[src/sv/ptp_ram.sv]
// Generic single-write, single-read RAM with a registered read port.
// Depends on nothing.
module ptp_ram #(
	parameter int WIDTH = 64,
	parameter int DEPTH = 32
) (
	input  logic                                   clk,
	input  logic                                   we,
	input  logic [(DEPTH > 1 ? $clog2(DEPTH) : 1)-1:0] waddr,
	input  logic [WIDTH-1:0]                       wdata,
	input  logic [(DEPTH > 1 ? $clog2(DEPTH) : 1)-1:0] raddr,
	output logic [WIDTH-1:0]                       rdata
);

	logic [WIDTH-1:0] mem_q [DEPTH];

	always_ff @(posedge clk) begin
		if (we) begin
			mem_q[waddr] <= wdata;
		end
		rdata <= mem_q[raddr];
	end

endmodule

[config.mk]
export PLATFORM = sky130hd
export DESIGN_NAME = ptp_ram
export DESIGN_NICKNAME = d
export VERILOG_FILES = /design/src/sv/ptp_ram.sv
export SDC_FILE = /design/constraint.sdc
export NUM_CORES = 2
export LEC_CHECK = 0
export ABC_AREA = 1
export BUFFER_PORTS_ARGS = -buffer_cell sky130_fd_sc_hd__clkbuf_2
export CAP_MARGIN = 20
export CORE_ASPECT_RATIO = 1.25
export CORE_MARGIN = 10
export CORE_UTILIZATION = 45
export DETAILED_ROUTE_END_ITERATION = 16
export PLACE_DENSITY = 0.63
export SYNTH_ARGS = -nofsm -noshare
export SYNTH_HDL_FRONTEND = slang
export SYNTH_SLANG_ARGS = --single-unit
[constraint.sdc]
create_clock -name clk -period 10.62 [get_ports clk]
set_input_delay 2.124 -clock clk [delete_from_list [all_inputs] [get_ports clk]]
set_output_delay 2.124 -clock clk [all_outputs]
set_load 0.1 [all_outputs]
* Word level (Yosys, flattened, before mapping)
Memories as Yosys holds them, arrays and structs flattened. A register that Yosys moved wholly into a read port is not among the register bits.
Cells that the tools add are included.
** Operators by class
- Mux-type cells :: 2
** Operators with widths (count)
- $mux 1 :: 2
** Word-level totals
- Memories :: 1
- Word-level logic and storage cells :: 3
- Bits in registers :: 0
- Output and inout port bits :: 64
- Input bits :: 76
- Bits in writable memories :: 2048
** Memories
- mem_q :: depth 32, width 64, read ports 1, clocked after Yosys merged registers in 1, wr ports 1, RTL line 15 : logic [WIDTH-1:0] mem_q [DEPTH];

* Longest topological paths before layout
- Depth in word-level cells :: 2
- Mapped depth :: 12
- Mapped depth without buffers :: 9

* Worst setup path after synthesis
No wires, ideal clock.
- Path type :: input port to flip-flop
- From :: input waddr[0] (netlist bit)
- To :: memory mem_q[0][0] (enable)
- Library setup time :: 486 ps
- Data required time :: 10134 ps
- Setup slack :: 5032 ps
- Buffers on the path :: 0
- Cell stages on the path :: 3
- Data arrival time :: 5101 ps
- Path through :: inv_1 -> nand3_1 -> nor2_1
** RTL lines
- start: declaration :: RTL line 9 : input logic [(DEPTH > 1 ? $clog2(DEPTH) : 1)-1:0] waddr,
- end: declaration :: RTL line 15
No word-level cell before the write port.

==> impl_summary.log <==
INFO  metric run_status = finished with violations
INFO  metric violations = max-slew violations
INFO  metric fp.coreArea = 184,000 µm²
INFO  metric postCtsResizedCells = 0
INFO  metric postCtsSetupRepairBufs = 0
INFO  metric timing_worst_slew_pin_value = 1.66 ns
INFO  metric timing.hold.ws = 0.681 ns
INFO  metric post-route-min-period = approximately 5.4 ns
INFO  metric synthCells = 6,768
INFO  metric floorplan.die.height = 500 µm
INFO  metric final_common_cell = nand2_1
INFO  metric initial_utilization = 0.452
INFO  metric synth-seq-cells = around 2,100
INFO  metric via_count_of_the_first_global_routing_pass = 51,318
INFO  metric drtPass1Iterations = 6
INFO  metric post-route-worst-setup-slack = between 5 and 6 ns
INFO  metric timing_hold_violations_final = 0
INFO  metric layout.area.seq = 62,800 µm²
INFO  metric clock-sinks = roughly 2,100
INFO  metric synth.cell_area = 83,000 µm²
INFO  metric ir_drop = 0.157 mV
INFO  metric post-place-ws = 4.60 ns
INFO  metric maximum_fanout_along_the_worst_path = 200
INFO  metric drtIter0Drc = around 6,200
INFO  metric grt_remaining_overflow = 0
INFO  metric cp_data_arrival_time = 6.16 ns
INFO  metric clk-insertion-delay-late = 0.86 ns
INFO  metric cts-root-buf = clkbuf_16
INFO  metric die_x = ~400 µm
INFO  metric cts_max_level = 4
INFO  metric drive_above_1_share = 0.0832
INFO  metric cts_buffers = approximately 210
INFO  metric route.detailed.drc = 0
INFO  metric grt_pass1_wl = approximately 340 mm
INFO  metric number_of_nets_in_the_synthesized_netlist = 6,844
INFO  metric setup_violations = 0
INFO  metric synthesis.yosys.warnings = 0
INFO  metric fillCellCount = 15,699
INFO  metric die_area = 202,000 µm²
INFO  metric area_growth_syn_to_layout = 11.4%
INFO  metric layout_common_cells = nand2_1 (2,376), edfxtp_1 (2,048), nand3_1 (1,800)
INFO  metric count_of_nets_after_finishing = between 6,000 and 7,000
INFO  metric timing.setup.critical_path_class = input port to register
INFO  metric crit_path_end_kind = register
INFO  metric placementRows = 176
INFO  metric synth_cell_type_count = 13
INFO  metric detail_route.wl_per_cell = 25.1 µm
INFO  metric routed-via-count = 53,758
INFO  metric antenna_found_initial = 19
INFO  metric postSynthAreaPerCell = roughly 12 µm²
INFO  metric drt_wl_total = 235 mm
INFO  metric gpl.final_weighted_congestion = 0.767
INFO  metric critPathRequiredTime = 11.38 ns
INFO  metric floorplan.io_pins = between 100 and 150
INFO  metric seq_total_area_yosys = 0.756
INFO  metric cts_tree = done
INFO  metric viasPerCell = 5.74
INFO  metric final_worst_path_cycle_share = 0.509
INFO  metric io_buffers = 139
INFO  metric detail-route-antenna-nets = 0
INFO  metric dp_hpwl = 109 mm
INFO  metric global_route.usage.total = 0.227
INFO  metric critPathLaunchType = input port
INFO  metric timing.hold.worst.class = register to register
INFO  metric setup_repair_after_global_routing_missed_its_margin = no
INFO  metric final_max_slew_viol_count = 120
INFO  metric multi_input_area = roughly 18,000 µm²
INFO  metric maxCapViolations = 0
INFO  metric max-clock-path-buffers = 3
INFO  metric clock_skew = 0.0284 ns
INFO  metric p_per_area = 192 nW/µm²
INFO  metric ctsHoldBuffers = 0
INFO  metric fin_setup_tns = 0 ns
INFO  metric clk_pin_slew = roughly 0.060 ns
INFO  metric max-slew-margin-rel = -0.106
INFO  metric grt_max_degree = 273
INFO  metric max_freq = between 150 and 200 MHz
INFO  metric p_leak = ~33 nW
-- registers in the layout, summed over array words and instances, names as in the netlist --
signal / flops
mem_q: 2048
rdata: 64
-- synth_stat cells (all sizes together) --
| library cell | instances | area, µm² |
|---|---|---|
| buf | 356 | 1820 |
| nand2 | 2376 | 8920 |
| clkbuf | 82 | 308 |
| dfxtp | 64 | 1280 |
| nand3 | 1800 | 9010 |
| edfxtp | 2048 | 61500 |
| inv | 10 | 40.1 |
| nor2 | 32 | 120 |
-- cell families after synthesis --
logic type / count (synthesis) / synth area share
and+or+nand+nor: 4208 / 0.217
DFF: 2112 / 0.756
buffers and inverters: 448 / 0.0261
-- final timing paths --
path | startpoint | end | slack [ns] | cells after the start
setup / recovery | raddr[0] | rdata[22] | 5.22 | 10
hold / removal | mem_q[28][63] | rdata[63] | 0.68 | 6
setup reg to reg | mem_q[17][60] | rdata[60] | 9.25 | 8
hold reg to reg | mem_q[28][63] | rdata[63] | 0.68 | 6
-- metal layers --
metal / vias up / GRT usage / wire (µm)
li1: 24024 / - / -
met1: 26683 / 0.309 / 95000
met2: 2589 / 0.372 / 112000
met3: 440 / 0.0363 / 20500
met4: 22 / 0.0741 / 6850
met5: - / 0 / 153
-- report_power, final --
group / internal, W / switching [W]
Sequential: 0.00927 / 0.0000412
Clock: 0.00407 / 0.00315
Combinational: 0.000244 / 0.000946
Total: 0.0136 / 0.00414
-- through the flow --
stage,area [µm²],utilization,power [W],instances
detailed placement,85800,0.467,0.0107,8974
global route,92500,0.504,0.0183,9365
finish,92500,0.504,0.0177,9367
floorplan,83000,-,0.0103,6768
global placement,85700,0.467,0.0107,8972
CTS,92500,0.504,0.0178,9364
-- critical path, stage by stage --
cell and delay (ns):
buf_8 0.41, buf_4 0.86, buf_12 0.57, buf_4 0.95, nand2_1 0.13, nand3_1 0.14, nand3_1 0.11, nand3_1 0.14
nand3_1 0.09, nand2_1 0.16
-- layout make-up --
cell class	count	share of cell area
Sequential cell	2112	0.679
Timing Repair Buffer	241	0.0175
Tap cell	2403	0.0325
Inverter	10	0.000852
Clock buffer	277	0.0609
Multi-Input combinational cell	4208	0.198
Clock inverter	113	0.0116
Antenna cell	3	0.0000812
(Power assumes the default switching activity.)
